## src/rtl/periodic_shape_voxel_pattern_top_assert.svh

```systemverilog
// Assertion macros for the periodic shape voxel pattern block.
// Included by the top level; depends on nothing else.
`ifndef PERIODIC_SHAPE_VOXEL_PATTERN_TOP_ASSERT_SVH
`define PERIODIC_SHAPE_VOXEL_PATTERN_TOP_ASSERT_SVH

// Condition implies consequence in the same cycle.
`define PSVP_ASSERT_NOW(lbl, ck, rn, ante, cons, msg) \
  lbl: assert property (@(posedge ck) disable iff (!rn) (ante) |-> (cons)) else $error(msg);

// Condition implies consequence in the next cycle.
`define PSVP_ASSERT_NEXT(lbl, ck, rn, ante, cons, msg) \
  lbl: assert property (@(posedge ck) disable iff (!rn) (ante) |=> (cons)) else $error(msg);

`endif

```

## src/rtl/psvp_pkg.sv

```systemverilog
// Shared constants and types for the periodic shape voxel pattern block.
// No dependencies.
package psvp_pkg;

  localparam int MAX_EDGE_DEF  = 256;
  localparam int MAX_LEVEL_DEF = 16;
  localparam int EDGE_RST      = 64;
  // Conditional doublings done per modulo stage
  localparam int DBL_PER_STAGE = 4;

  localparam logic [7:0] VAL_INSIDE  = 8'hFF;
  localparam logic [7:0] VAL_OUTSIDE = 8'h00;

  typedef enum logic [1:0] {
    REG_EDGE  = 2'd0,
    REG_LEVEL = 2'd1,
    REG_MODE  = 2'd2
  } reg_idx_t;

  typedef enum logic {
    MODE_SPHERE = 1'b0,
    MODE_TORUS  = 1'b1
  } shape_mode_t;

endpackage

```

## src/rtl/psvp_mod_pipe.sv

```systemverilog
// Pipelined (index << level) mod N for three axes, by repeated doubling.
// Depends on psvp_pkg.
module psvp_mod_pipe import psvp_pkg::*; #(
  parameter int MAX_EDGE  = MAX_EDGE_DEF,
  parameter int MAX_LEVEL = MAX_LEVEL_DEF,
  localparam int EW  = $clog2(MAX_EDGE + 1),
  localparam int LVW = (MAX_LEVEL > 0) ? $clog2(MAX_LEVEL + 1) : 1
) (
  input  logic           clk,
  input  logic           en,
  input  logic [EW-1:0]  edge_n,
  input  logic [LVW-1:0] level,
  input  logic [7:0]     in_x,
  input  logic [7:0]     in_y,
  input  logic [7:0]     in_z,
  output logic [EW-1:0]  r_x,
  output logic [EW-1:0]  r_y,
  output logic [EW-1:0]  r_z
);

  localparam int NST = (MAX_LEVEL == 0) ? 1 :
                       (MAX_LEVEL + DBL_PER_STAGE - 1) / DBL_PER_STAGE;

  logic [EW-1:0] r_r [NST][3];

  // One doubling mod N; input is below N, so one subtract suffices
  function automatic logic [EW-1:0] dbl_mod(input logic [EW-1:0] r,
                                            input logic [EW-1:0] n);
    logic [EW:0] t;
    begin
      t = {r, 1'b0};
      if (t >= {1'b0, n}) t = t - {1'b0, n};
      return t[EW-1:0];
    end
  endfunction

  for (genvar s = 0; s < NST; s++) begin : g_st
    logic [EW-1:0] src   [3];
    logic [EW-1:0] r_nxt [3];

    if (s == 0) begin : g_first
      assign src[0] = EW'(in_x);
      assign src[1] = EW'(in_y);
      assign src[2] = EW'(in_z);
    end else begin : g_rest
      assign src[0] = r_r[s-1][0];
      assign src[1] = r_r[s-1][1];
      assign src[2] = r_r[s-1][2];
    end

    // Apply this stage's share of the level doublings
    always_comb begin
      for (int a = 0; a < 3; a++) begin
        r_nxt[a] = src[a];
        for (int j = 0; j < DBL_PER_STAGE; j++) begin
          if (s * DBL_PER_STAGE + j < int'(level)) r_nxt[a] = dbl_mod(r_nxt[a], edge_n);
        end
      end
    end

    always_ff @(posedge clk) begin
      if (en) begin
        for (int a = 0; a < 3; a++) r_r[s][a] <= r_nxt[a];
      end
    end
  end

  assign r_x = r_r[NST-1][0];
  assign r_y = r_r[NST-1][1];
  assign r_z = r_r[NST-1][2];

endmodule

```

## config.mk

```make
export PLATFORM = sky130hd
export DESIGN_NAME = psvp_mod_pipe
export DESIGN_NICKNAME = d
export VERILOG_FILES = /design/src/rtl/periodic_shape_voxel_pattern_top_assert.svh /design/src/rtl/psvp_pkg.sv /design/src/rtl/psvp_mod_pipe.sv
export SDC_FILE = /design/constraint.sdc
export NUM_CORES = 2
export LEC_CHECK = 0
export ABC_AREA = 1
export BUFFER_PORTS_ARGS = -buffer_cell sky130_fd_sc_hd__buf_2
export CORE_ASPECT_RATIO = 0.9
export CORE_MARGIN = 3
export CORE_UTILIZATION = 47
export CTS_BUF_LIST = sky130_fd_sc_hd__clkbuf_4 sky130_fd_sc_hd__clkbuf_8 sky130_fd_sc_hd__clkbuf_16
export DETAILED_ROUTE_END_ITERATION = 10
export PLACE_DENSITY = 0.68
export REMOVE_ABC_BUFFERS = 1
export SLEW_MARGIN = 30
export SYNTH_ARGS = -nofsm -noshare
export SYNTH_HDL_FRONTEND = slang
export SYNTH_SLANG_ARGS = --single-unit
export TNS_END_PERCENT = 1
```

## constraint.sdc

```tcl
create_clock -name clk -period 16.92 [get_ports clk]
set_clock_uncertainty 0.1 [all_clocks]
set_input_delay 3.384 -clock clk [delete_from_list [all_inputs] [get_ports clk]]
set_output_delay 3.384 -clock clk [all_outputs]
set_load 0.005 [all_outputs]
```

==> impl_metrics.json <==
{
  "post-dp-hpwl_um": 74100,
  "clock_sinks": 108,
  "stdcell_area_mm2": 0.0336,
  "drv_slew": 0,
  "cts_max_level": 3,
  "timing.rr.start": "r_r[0][21]$_DFFE_PP_",
  "seq_area_frac_synth_pct": 10.1,
  "synthAdderAreaFrac_pct": 19.9,
  "syn2layout_area_growth_pct": 4.68,
  "cp.depth": 40,
  "synth_ff_type": "edfxtp_1",
  "ant_nets": 0,
  "crit_path_frequent_cell": "nand2_1",
  "cpPeakStageDelay_ns": 0.61,
  "synthSimpleGateAreaFrac_pct": 41.7,
  "min_path_type": "reg2reg",
  "crit_required_ns": 16.93,
  "initial_utilization_pct": 47.6,
  "slowest_stage": "a211oi_2",
  "wl_per_cell_um": 15.5,
  "clk_path_buf_depth": 2,
  "worst-path-buf-inv": 6,
  "port_buffers": 66,
  "die_w_um": 281,
  "clk_pin_slew_worst_paths_ns": 0.07,
  "synth_compound_area_share_pct": 10.7,
  "wl_met3_um": 6730,
  "overflow": 0,
  "r2r_slack_ns": 7.43,
  "insertion_delay_ns": 0.40,
  "crit_path_end_kind": "flip-flop",
  "yosysWarnings": 0,
  "drive_above_1_share_pct": 5.46,
  "synth_top_family_by_area": "simple AND/OR/NAND/NOR gates",
  "synth-async-reset-ratio_pct": 0,
  "synth.area.top_cells": "nand2_1, ha_1, nand3_1, edfxtp_1, inv_1",
  "wl_met2_um": 41600,
  "path_max_fanout": 34,
  "rsz0062_at_grt": "no",
  "final_common_cell": "nand2_1",
  "io_pins": 67,
  "path_class": "in2reg",
  "cp_top_family": "compound AO/OA/AOI/OAI gates",
  "ctsRootBufferMaster": "clkbuf_16",
  "drtPass1Iterations": 6,
  "yosysTopAreaCell": "nand2_1",
  "netlist_area_mm2": 0.0321,
  "post_dp_cell_area_mm2": 0.0333,
  "crit_start": "edge_n[1]",
  "rows": 90,
  "die-area_mm2": 0.0714,
  "worst_pin_slew_ns": 0.944,
  "top_layer_used": "met5",
  "top_register": "r_r",
  "gp_congestion": 0.943,
  "crit_end": "r_r[1][18]$_DFFE_PP_",
  "num-fill-cells": 7120,
  "ys_seq_elements": 108,
  "hold_violations": 0,
  "die_h_um": 254,
  "setup_ws_ns": 3.50,
  "post-cts-setup-buffer-count": 0,
  "place_ws_ns": 3.33,
  "antenna_found_initial": 3,
  "grt_max_degree": 74,
  "reg2reg_to": "r_r[1][18]$_DFFE_PP_",
  "reg_top3": "r_r: 108 flops",
  "cts_tree": "yes",
  "synth_xor_area_share_pct": 7.38,
  "cts_made_buffers": 9,
  "cp-start-kind": "input pin",
  "synth.avg_cell_area_um2": 5.99,
  "fmax_mhz": 74.5,
  "status": "complete, no violations",
  "muxShareOfSynthArea_pct": 0,
  "ys_types": 57,
  "period_needed_ns": 13.42,
  "drt-total-wl_um": 96600,
  "finalCritPeriodShare_pct": 79.3,
  "largest_reg_flops": 108,
  "grt_pass1_vias": 31000,
  "synth_edf_count": 108,
  "setup_tns_ns": 0,
  "yosysTopAreaCellShare_pct": 20.1,
  "post_cts_resize_count": 0,
  "grt_use_total_pct": 26.6,
  "drv_cap": 0,
  "setup_viol": 0,
  "vias": 34300,
  "final_nets": 5877,
  "drtIter0Drc": 2693,
  "worst_r2r_path_depth": 37,
  "avgViaCountPerCell": 5.50,
  "relSlewSlack_pct": 36.7,
  "drc": 0,
  "crit_arrival_ns": 13.42,
  "wl_met1_um": 46100,
  "final_cell_mix": "nand2_1, nand3_1, inv_1",
  "grt_pass1_wl_um": 157000,
  "core-area_mm2": 0.0673,
  "postCtsHoldBufs": 0,
  "postSynthCellCount": 5356,
  "holdWs_ns": 0.949
}
## worst min-delay path by stage
stage / start / end / slack, ns / cells past startpoint
after global routing: r_r[1][3]$_DFFE_PP_ / r_r[2][4]$_DFFE_PP_ / 1.08 / 8
final: r_r[0][8]$_DFFE_PP_ / r_r[1][8]$_DFFE_PP_ / 0.95 / 6
after detailed placement: r_r[0][8]$_DFFE_PP_ / r_r[1][8]$_DFFE_PP_ / 0.94 / 6
after floorplan: r_r[2][26]$_DFFE_PP_ / r_r[3][26]$_DFFE_PP_ / 0.79 / 6
after CTS: r_r[0][8]$_DFFE_PP_ / r_r[1][8]$_DFFE_PP_ / 0.96 / 6
after global placement: r_r[0][8]$_DFFE_PP_ / r_r[1][8]$_DFFE_PP_ / 0.93 / 6
## cells by family (layout without fill, tap and decap cells)
group,Yosys count,in the layout
buf+inv,837,843
xor+xnor,270,270
flops,108,108
other cells,0,1
fa+ha+maj,480,480
simple gates,3074,3074
compound gates,587,587
## layer usage
| layer | vias up | global-route usage [%] |
|---|---|---|
| li1 | 17700 | - |
| met1 | 15400 | 38.2 |
| met2 | 1069 | 42.5 |
| met3 | 149 | 3.08 |
| met4 | 2 | 6.31 |
| met5 | - | 0 |
## worst reg2reg max path, delay by kind of cell (launching register included)
family	cells	cell delay, ns
AND/OR/NAND/NOR	18	2.65
flip-flops	1	0.45
adder cells (fa/ha/maj)	4	1.68
buffers and inverters	2	0.20
AO/OA/AOI/OAI	13	4.19
## through the flow
stage               instances  utilization, %
floorplan                5244               -
global placement         6220            49.4
detailed placement       6220            49.4
CTS                      6236            49.8
global route             6236            49.8
finish                   6237            49.8
## Yosys cell counts (15+ instances only)
library cell	instances
o21bai_1	29
nand3_2	26
xnor2_1	96
nand3_1	869
xor2_1	174
nor2_1	230
fa_1	48
nand4_1	59
nand2_1	1716
buf_2	36
nor3_1	39
o21ai_0	146
o211ai_1	15
clkbuf_1	41
ha_1	432
a21oi_1	280
or2_2	62
inv_1	705
nand2_2	32
buf_1	19
edfxtp_1	108
## area by class of cell
class | count | area, um2 | share of cell area, %
antenna | 1 | 2.50 | 0.00746
tap | 874 | 1090 | 3.26
multi-input combinational | 4411 | 25600 | 76.2
timing repair buffer | 102 | 618 | 1.84
clock buffer | 12 | 248 | 0.738
clock inverter | 4 | 26.3 | 0.0783
inverter | 725 | 2740 | 8.16
sequential | 108 | 3240 | 9.66
Power is not shown: default switching activity piles up to over one toggle a cycle in this logic, so the estimate is an artifact.
